===== src/sv/ufe_pkg.sv =====
// Shared types and constants for the union-find edge filter.
`default_nettype none

package ufe_pkg;

    localparam int NUM_VERTICES = 256;
    localparam int VERTEX_W     = 8;
    localparam int COUNT_W      = 8;

    typedef logic [VERTEX_W-1:0] vertex_t;
    typedef logic [COUNT_W-1:0]  count_t;

    localparam count_t COUNT_MAX = '1;

    typedef enum logic
    {
        OP_EDGE  = 1'b0,
        OP_CLEAR = 1'b1
    } op_t;

    // One result word.
    typedef struct packed
    {
        logic    taken;
        vertex_t edge_a;
        vertex_t edge_b;
        count_t  count;
    } result_t;

    // One access request to the parent memory.
    typedef struct packed
    {
        logic    rd_en;
        vertex_t rd_addr;
        logic    wr_en;
        vertex_t wr_addr;
        vertex_t wr_data;
        logic    clr;
    } mem_req_t;

endpackage

`default_nettype wire


===== src/sv/ufe_parent_mem.sv =====
// Parent pointer memory with per-entry valid bits; an unwritten entry reads as its own root.
`default_nettype none

module ufe_parent_mem
(
    input  wire logic             clk,
    input  wire logic             rst_n,
    input  wire ufe_pkg::mem_req_t req,
    output ufe_pkg::vertex_t      rd_parent
);
    import ufe_pkg::*;

    vertex_t                  parent_mem [NUM_VERTICES];
    logic [NUM_VERTICES-1:0]  valid_reg;
    vertex_t                  rd_data_reg;
    vertex_t                  rd_addr_reg;
    logic                     rd_valid_reg;
    logic                     fwd_reg;
    vertex_t                  fwd_data_reg;

    always_ff @(posedge clk)
    begin
        if (req.wr_en)
        begin
            parent_mem[req.wr_addr] <= req.wr_data;
        end
        if (req.rd_en)
        begin
            rd_data_reg  <= parent_mem[req.rd_addr];
            rd_addr_reg  <= req.rd_addr;
            fwd_data_reg <= req.wr_data;
        end
    end

    always_ff @(posedge clk or negedge rst_n)
    begin
        if (!rst_n)
        begin
            valid_reg    <= '0;
            rd_valid_reg <= 1'b0;
            fwd_reg      <= 1'b0;
        end
        else
        begin
            if (req.rd_en)
            begin
                rd_valid_reg <= valid_reg[req.rd_addr];
                // same-cycle write to the read entry: forward it
                fwd_reg      <= req.wr_en && (req.wr_addr == req.rd_addr);
            end
            if (req.clr)
            begin
                valid_reg <= '0;
            end
            else if (req.wr_en)
            begin
                valid_reg[req.wr_addr] <= 1'b1;
            end
        end
    end

    always_comb
    begin
        if (fwd_reg)
        begin
            rd_parent = fwd_data_reg;
        end
        else if (rd_valid_reg)
        begin
            rd_parent = rd_data_reg;
        end
        else
        begin
            rd_parent = rd_addr_reg;
        end
    end

    a_no_clr_with_write: assert property (@(posedge clk) disable iff (!rst_n)
        req.clr |-> !req.wr_en && !req.rd_en)
        else $error("parent memory cleared while accessed");

    a_clr_empties: assert property (@(posedge clk) disable iff (!rst_n)
        req.clr |=> valid_reg == '0)
        else $error("valid bits not cleared");

    a_write_marks_valid: assert property (@(posedge clk) disable iff (!rst_n)
        req.wr_en |=> valid_reg[$past(req.wr_addr)])
        else $error("written entry not marked valid");

endmodule

`default_nettype wire


===== src/sv/ufe_ctrl.sv =====
// Sequencer: root walks, path compression, union, clear and edge count.
`default_nettype none

module ufe_ctrl
(
    input  wire logic             clk,
    input  wire logic             rst_n,
    input  wire logic             start,
    input  wire logic             op,
    input  wire ufe_pkg::vertex_t vertex_a,
    input  wire ufe_pkg::vertex_t vertex_b,
    input  wire logic             slot_free,
    input  wire ufe_pkg::vertex_t rd_parent,
    output logic                  idle,
    output logic                  res_valid,
    output ufe_pkg::result_t      res,
    output ufe_pkg::mem_req_t     req
);
    import ufe_pkg::*;

    typedef enum logic [7:0]
    {
        S_IDLE   = 8'b0000_0001,
        S_FIND_A = 8'b0000_0010,
        S_COMP_A = 8'b0000_0100,
        S_FIND_B = 8'b0000_1000,
        S_COMP_B = 8'b0001_0000,
        S_MERGE  = 8'b0010_0000,
        S_DONE   = 8'b0100_0000,
        S_SPARE  = 8'b1000_0000
    } state_t;

    localparam logic [VERTEX_W:0] VERTEX_LIMIT = (VERTEX_W+1)'(NUM_VERTICES);

    state_t  state_reg, state_next;
    vertex_t a_reg, a_next;
    vertex_t b_reg, b_next;
    vertex_t cur_reg, cur_next;
    vertex_t ra_reg, ra_next;
    vertex_t rb_reg, rb_next;
    logic    taken_reg, taken_next;
    count_t  count_reg, count_next;
    logic    in_range;

    assign in_range = ({1'b0, vertex_a} < VERTEX_LIMIT) && ({1'b0, vertex_b} < VERTEX_LIMIT);

    always_comb
    begin
        state_next = state_reg;
        a_next     = a_reg;
        b_next     = b_reg;
        cur_next   = cur_reg;
        ra_next    = ra_reg;
        rb_next    = rb_reg;
        taken_next = taken_reg;
        count_next = count_reg;
        req        = '0;
        res_valid  = 1'b0;

        case (state_reg)
            S_IDLE:
            begin
                if (start)
                begin
                    a_next     = vertex_a;
                    b_next     = vertex_b;
                    taken_next = 1'b0;
                    if (op == OP_CLEAR)
                    begin
                        req.clr    = 1'b1;
                        count_next = '0;
                        a_next     = '0;
                        b_next     = '0;
                        state_next = S_DONE;
                    end
                    else if (in_range)
                    begin
                        req.rd_en   = 1'b1;
                        req.rd_addr = vertex_a;
                        cur_next    = vertex_a;
                        state_next  = S_FIND_A;
                    end
                    else
                    begin
                        state_next = S_DONE;
                    end
                end
            end

            S_FIND_A:
            begin
                req.rd_en = 1'b1;
                if (rd_parent == cur_reg)
                begin
                    ra_next = cur_reg;
                    if (a_reg == cur_reg)
                    begin
                        req.rd_addr = b_reg;
                        cur_next    = b_reg;
                        state_next  = S_FIND_B;
                    end
                    else
                    begin
                        req.rd_addr = a_reg;
                        cur_next    = a_reg;
                        state_next  = S_COMP_A;
                    end
                end
                else
                begin
                    req.rd_addr = rd_parent;
                    cur_next    = rd_parent;
                end
            end

            S_COMP_A:
            begin
                req.wr_en   = 1'b1;
                req.wr_addr = cur_reg;
                req.wr_data = ra_reg;
                req.rd_en   = 1'b1;
                if (rd_parent == ra_reg)
                begin
                    req.rd_addr = b_reg;
                    cur_next    = b_reg;
                    state_next  = S_FIND_B;
                end
                else
                begin
                    req.rd_addr = rd_parent;
                    cur_next    = rd_parent;
                end
            end

            S_FIND_B:
            begin
                if (rd_parent == cur_reg)
                begin
                    rb_next = cur_reg;
                    if (b_reg == cur_reg)
                    begin
                        state_next = S_MERGE;
                    end
                    else
                    begin
                        req.rd_en   = 1'b1;
                        req.rd_addr = b_reg;
                        cur_next    = b_reg;
                        state_next  = S_COMP_B;
                    end
                end
                else
                begin
                    req.rd_en   = 1'b1;
                    req.rd_addr = rd_parent;
                    cur_next    = rd_parent;
                end
            end

            S_COMP_B:
            begin
                req.wr_en   = 1'b1;
                req.wr_addr = cur_reg;
                req.wr_data = rb_reg;
                if (rd_parent == rb_reg)
                begin
                    state_next = S_MERGE;
                end
                else
                begin
                    req.rd_en   = 1'b1;
                    req.rd_addr = rd_parent;
                    cur_next    = rd_parent;
                end
            end

            S_MERGE:
            begin
                if (ra_reg != rb_reg)
                begin
                    // larger root hangs under the smaller one
                    req.wr_en = 1'b1;
                    if (ra_reg < rb_reg)
                    begin
                        req.wr_addr = rb_reg;
                        req.wr_data = ra_reg;
                    end
                    else
                    begin
                        req.wr_addr = ra_reg;
                        req.wr_data = rb_reg;
                    end
                    taken_next = 1'b1;
                    if (count_reg != COUNT_MAX)
                    begin
                        count_next = count_reg + count_t'(1);
                    end
                end
                state_next = S_DONE;
            end

            S_DONE:
            begin
                if (slot_free)
                begin
                    res_valid  = 1'b1;
                    state_next = S_IDLE;
                end
            end

            default:
            begin
                state_next = S_IDLE;
            end
        endcase
    end

    always_ff @(posedge clk or negedge rst_n)
    begin
        if (!rst_n)
        begin
            state_reg <= S_IDLE;
            count_reg <= '0;
        end
        else
        begin
            state_reg <= state_next;
            count_reg <= count_next;
        end
    end

    always_ff @(posedge clk)
    begin
        a_reg     <= a_next;
        b_reg     <= b_next;
        cur_reg   <= cur_next;
        ra_reg    <= ra_next;
        rb_reg    <= rb_next;
        taken_reg <= taken_next;
    end

    assign idle       = (state_reg == S_IDLE);
    assign res.taken  = taken_reg;
    assign res.edge_a = a_reg;
    assign res.edge_b = b_reg;
    assign res.count  = count_reg;

    a_no_self_parent: assert property (@(posedge clk) disable iff (!rst_n)
        req.wr_en |-> req.wr_data != req.wr_addr)
        else $error("entry written to point at itself");

    a_emit_into_free_slot: assert property (@(posedge clk) disable iff (!rst_n)
        res_valid |-> slot_free)
        else $error("result emitted into an occupied output slot");

    a_start_leaves_idle: assert property (@(posedge clk) disable iff (!rst_n)
        (start && idle) |=> !idle)
        else $error("accepted word did not start the sequencer");

    a_count_no_wrap: assert property (@(posedge clk) disable iff (!rst_n)
        (state_reg == S_MERGE && count_reg == COUNT_MAX) |=> count_reg == COUNT_MAX)
        else $error("edge count wrapped");

endmodule

`default_nettype wire


===== src/sv/kruskal_union_find_edge_filter_core.sv =====
// Top level of the Kruskal union-find edge filter: input handshake and output register.
//
// Usage: edges arrive on the input channel (in_valid/in_stall) already sorted by
// weight, one word per edge: op, vertex_a, vertex_b. op = edge walks both parent
// chains, compresses them and joins the trees if the roots differ; op = clear makes
// every vertex its own root again and zeroes the count.
// Each input word gives exactly one output word (out_valid/out_stall): taken,
// the echoed endpoints and the running tree edge count (all zero for a clear).
// One item is in the sequencer at a time; in_stall is high while it works, and it
// drops in the same cycle that the result enters the output register.
// A clear goes straight to the result. An edge walks the parent chain of vertex_a to
// its root, points every entry on that chain at the root, does the same for vertex_b
// and then joins the two roots if they differ; each hop is one read of the parent
// memory, which has one read port and one write port. With path compression chains stay short.
// The result waits in an output register: while out_stall holds it, the next
// input word is still accepted and worked on, and only its final result waits.
// Reset (rst_n, asynchronous) empties the output register, zeroes the count and
// clears all valid bits of the parent memory, so every vertex is a root.
`default_nettype none

module kruskal_union_find_edge_filter_core
(
    input  wire logic             clk,
    input  wire logic             rst_n,
    input  wire logic             in_valid,
    output logic                  in_stall,
    input  wire logic             op,
    input  wire ufe_pkg::vertex_t vertex_a,
    input  wire ufe_pkg::vertex_t vertex_b,
    output logic                  out_valid,
    input  wire logic             out_stall,
    output logic                  taken,
    output ufe_pkg::vertex_t      tree_edge_a,
    output ufe_pkg::vertex_t      tree_edge_b,
    output ufe_pkg::count_t       edge_count
);
    import ufe_pkg::*;

    logic     ctrl_idle;
    logic     start;
    logic     slot_free;
    logic     res_valid;
    result_t  res;
    mem_req_t mem_req;
    vertex_t  rd_parent;

    logic     out_valid_reg, out_valid_next;
    result_t  out_word_reg;

    // input side: accept only while the sequencer is idle
    assign in_stall = !ctrl_idle;
    assign start    = in_valid && ctrl_idle;

    // output slot free when empty or being drained this cycle
    assign slot_free = !out_valid_reg || !out_stall;

    always_comb
    begin
        out_valid_next = out_valid_reg;
        if (out_valid_reg && !out_stall)
        begin
            out_valid_next = 1'b0;
        end
        if (res_valid)
        begin
            out_valid_next = 1'b1;
        end
    end

    always_ff @(posedge clk or negedge rst_n)
    begin
        if (!rst_n)
        begin
            out_valid_reg <= 1'b0;
        end
        else
        begin
            out_valid_reg <= out_valid_next;
        end
    end

    always_ff @(posedge clk)
    begin
        if (res_valid)
        begin
            out_word_reg <= res;
        end
    end

    ufe_ctrl u_ctrl
    (
        .clk       (clk),
        .rst_n     (rst_n),
        .start     (start),
        .op        (op),
        .vertex_a  (vertex_a),
        .vertex_b  (vertex_b),
        .slot_free (slot_free),
        .rd_parent (rd_parent),
        .idle      (ctrl_idle),
        .res_valid (res_valid),
        .res       (res),
        .req       (mem_req)
    );

    ufe_parent_mem u_parent_mem
    (
        .clk       (clk),
        .rst_n     (rst_n),
        .req       (mem_req),
        .rd_parent (rd_parent)
    );

    assign out_valid   = out_valid_reg;
    assign taken       = out_word_reg.taken;
    assign tree_edge_a = out_word_reg.edge_a;
    assign tree_edge_b = out_word_reg.edge_b;
    assign edge_count  = out_word_reg.count;

    a_no_overwrite: assert property (@(posedge clk) disable iff (!rst_n)
        (out_valid_reg && out_stall) |-> !res_valid)
        else $error("held output word overwritten");

    a_one_in_flight: assert property (@(posedge clk) disable iff (!rst_n)
        start |=> in_stall)
        else $error("second word accepted while one is in flight");

    a_clear_result_zero: assert property (@(posedge clk) disable iff (!rst_n)
        (start && op == OP_CLEAR) |=> (res_valid || !slot_free) && res.count == '0)
        else $error("clear did not zero the result");

endmodule

`default_nettype wire


===== config.mk =====
export PLATFORM = sky130hd
export DESIGN_NAME = kruskal_union_find_edge_filter_core
export DESIGN_NICKNAME = d
export VERILOG_FILES = /design/src/sv/ufe_pkg.sv /design/src/sv/ufe_parent_mem.sv /design/src/sv/ufe_ctrl.sv /design/src/sv/kruskal_union_find_edge_filter_core.sv
export SDC_FILE = /design/constraint.sdc
export NUM_CORES = 2
export LEC_CHECK = 0
export ABC_AREA = 1
export BUFFER_PORTS_ARGS = -buffer_cell sky130_fd_sc_hd__buf_2
export CAP_MARGIN = 20
export CELL_PAD_IN_SITES_DETAIL_PLACEMENT = 2
export CELL_PAD_IN_SITES_GLOBAL_PLACEMENT = 2
export CORE_ASPECT_RATIO = 1.25
export CORE_MARGIN = 3
export CORE_UTILIZATION = 39
export DETAILED_ROUTE_END_ITERATION = 10
export PLACE_DENSITY = 0.75
export SYNTH_ARGS = -nofsm -noshare
export SYNTH_HDL_FRONTEND = slang
export SYNTH_HIERARCHICAL = 1
export SYNTH_SLANG_ARGS = --single-unit

===== constraint.sdc =====
create_clock -name clk -period 5.8 [get_ports clk]
set_input_delay 0.87 -clock clk [delete_from_list [all_inputs] [get_ports clk]]
set_output_delay 0.87 -clock clk [all_outputs]
set_load 0.1 [all_outputs]

==> results.toml <==
[sta]
slew_headroom_pct = 19.21
finalSetupTns_ns = 0
rsz0062_at_grt = "false"
worstMarginPinSlew_ns = 1.212
fin_crit_ns = 5.539
slew_viol_final = 0
fin_crit_sh_pct = 95.51
setup_viol = 0
hold_viol_final = 0
max_freq_mhz = 180.5
fin_skew_ns = 0.08070

[yosys]
ys_top_cells_by_count = "edfxtp_1 (2138), nor2_1 (1590), nand2_1 (1457)"
synth.distinct_cells = 40
synth_top_cell_by_area = "edfxtp_1"
yosysSeqAreaShare_pct = 71.32
synth_fp_nets = 8834
synth-edff-count = 2138
synthTopCellsByArea = "edfxtp_1 (64%), dfrtp_1 (6.9%), nand3_1 (6.3%)"
netlist.area_leader.share_pct = 64.44
yosys_warnings = 6
post-synth-top-count-cell = "edfxtp_1"
syn-instance-count = 8804
synth.avg_cell_area_um2 = 11.32
synth.ff_latch_count = 2412
syn_area_mm2 = 0.09963
synthArstFlopShare_pct = 11.36
synth_flop_cell = "edfxtp_1"

[hold_path]
hold_class = "primary input to flop"

[routing]
finalWirelength_um = 381800
vias = 74020
drt_iter0_markers = 7247
firstDrtPassIters = 6
drc = 0
routed_via_density = 5.903
post_drt_wl_per_cell_um = 30.44
antenna_left = 0

[placed_design]
dp_hpwl_um = 229700
placed_area_mm2 = 0.1061
io_buffer_count = 47
place.gp.congestion = 0.8788

[worst_setup_path]
required_ns = 6.57
worstPathArrival_ns = 6.31
worstSetupPathType = "flop to flop"
cp-start-kind = "flop"
path_max_fanout = 56
endpoint_kind = "flop"

[clock_network]
cts_root_buffer = "clkbuf_16"
clk_latency_ns = 0.95
clk_path_buf_depth = 4
tritoncts = "yes"
htree_levels = 4
clock-sinks = 2412
clk_pin_slew_ns = 0.06
numCtsBuffers = 246

[global_routing]
grt_pass1_wl_um = 560500
overflow = 0
grt_use_total_pct = 28.67
grt_max_degree = 162
antenna_found_initial = 10
grt_pass1_vias = 81740

[power_and_ir_drop]
max-vdd-ir-drop_v = 0.0002983
p_leak_nw = 44.95
power.density_mw_per_mm2 = 458.4

[floorplanning]
pin_count = 48
die-area_mm2 = 0.2616
fp-row-count = 206
die_w_um = 458.1
start_util_pct = 39.36
core_mm2 = 0.2531
die_h_um = 571.1

[status]
status = "complete, no violations"

[finish]
fin_nets = 9025
largest_register_ffs = 2048
area_growth_pct = 14.86
drive_above_1_share_pct = 10.60
post-route-cell-area_mm2 = 0.1144

[run]
max_cap_viol_count = 0
stage by stage:
step / util [%] / cells / hold WS (ns) / setup WS (ns) / power, W
finish: 45.21 / 12540 / 0.2025 / 0.2607 / 0.05246
global route: 45.20 / 12530 / 0.1889 / 0.02236 / 0.05460
CTS: 45.15 / 12530 / 0.1379 / 0.008769 / 0.05256
global placement: 41.92 / 12070 / 0.4129 / 0.1968 / 0.03516
floorplan: - / 8804 / 0.4393 / 0.3642 / 0.02976
detailed placement: 41.92 / 12070 / 0.4123 / 0.03607 / 0.03600
critical path, cell delays in order, from the launching register on:
cell        delay [ns]
dfrtp_2           0.49
clkinvlp_4        0.20
nand2_1           0.09
a21oi_2           0.26
buf_4             0.18
inv_1             0.08
nand2_1           0.09
nand4_1           0.16
nor2_4            0.28
nand3_1           0.17
nand3_1           0.11
and2_1            0.18
nand3_4           0.27
clkinv_16         0.27
buf_4             0.55
o21ai_0           0.14
o22ai_1           0.29
nand2_1           0.09
nand3_1           0.09
nand3_1           0.08
nand3_1           0.34
nand3_1           0.42
nand2_1           0.20
nand2_1           0.07
nand2_1           0.10
cells in the final DEF (no fill, tap or decap), types with 10 or more instances in the layout:
| cell | n |
|---|---|
| bufinv_16 | 21 |
| nand3_1 | 1248 |
| nand2_4 | 10 |
| clkinv_2 | 52 |
| nand4_1 | 28 |
| xor2_1 | 14 |
| buf_12 | 87 |
| a21oi_1 | 62 |
| clkbuf_16 | 249 |
| inv_1 | 185 |
| nand2_2 | 10 |
| edfxtp_1 | 2138 |
| o22ai_1 | 354 |
| buf_2 | 46 |
| inv_2 | 10 |
| o21ai_0 | 748 |
| clkbuf_8 | 40 |
| dfrtp_1 | 271 |
| buf_4 | 390 |
| nor2_1 | 1589 |
| clkinv_1 | 30 |
| clkbuf_1 | 63 |
| nand2_1 | 1449 |
kinds of logic (layout without fill, tap and decap cells):
group,count (synthesis),count (layout),share of synthesized area (%)
AND/OR/NAND/NOR,4368,4368,18.26
flip-flops,2412,2412,71.32
AO/OA/AOI/OAI,1197,1197,6.529
buffers and inverters,795,1196,3.568
XOR/XNOR,23,23,0.2022
adder cells (fa/ha/maj),9,9,0.1130
other,0,7,0
where the power goes:
part,switching [W],total (W),internal [W],leakage (nW)
Sequential,0.000645,0.0207,0.0200,27.7
Clock,0.00701,0.0163,0.00933,4.02
Combinational,0.0113,0.0155,0.00419,13.2
metal layers:
| layer | GRT usage (%) | wire, µm | up-vias |
|---|---|---|---|
| met1 | 34.13 | 146500 | 39350 |
| met5 | 0 | 57 | - |
| met3 | 3.475 | 19120 | 770 |
| met4 | 15.26 | 20490 | 10 |
| li1 | - | - | 31420 |
| met2 | 50.75 | 195600 | 2472 |
final cells by class:
class	count	area, µm²
Multi-Input combinational cell	5597	25180
Clock buffer	352	7018
Clock inverter	106	1130
Sequential cell	2412	71060
Timing Repair Buffer	529	5002
Antenna cell	7	17.52
Tap cell	3328	4164
Inverter	209	858.3
Fill cell	25390	138700
final timing paths:
kind / to / slack, ns / depth (start not counted) / startpoint
max: u_parent_mem/rd_data_reg[6]$_DFFE_PP_ / 0.26 / 24 / u_parent_mem/rd_valid_reg$_DFFE_PN0P_
min: out_valid$_DFFE_PN0P_ / 0.20 / 3 / out_stall
max reg2reg: u_parent_mem/rd_data_reg[6]$_DFFE_PP_ / 0.26 / 24 / u_parent_mem/rd_valid_reg$_DFFE_PN0P_
min reg2reg: taken$_DFFE_PP_ / 0.43 / 0 / u_ctrl/taken_reg$_DFFE_PP_
max in group asynchronous: u_parent_mem/valid_reg[84]$_DFFE_PN0P_ / 3.93 / 3 / rst_n
min in group asynchronous: u_parent_mem/valid_reg[187]$_DFFE_PN0P_ / 0.55 / 2 / rst_n
repair_timing:
item	in CTS	in global routing
hold buffers	1	0
setup endpoints to repair	3	9
cloned	0	0
endpoints found under the hold margin	50	0
gates resized for setup	5	13
buffers inserted	0	4
No activity file was read; power rests on OpenSTA's default activity.
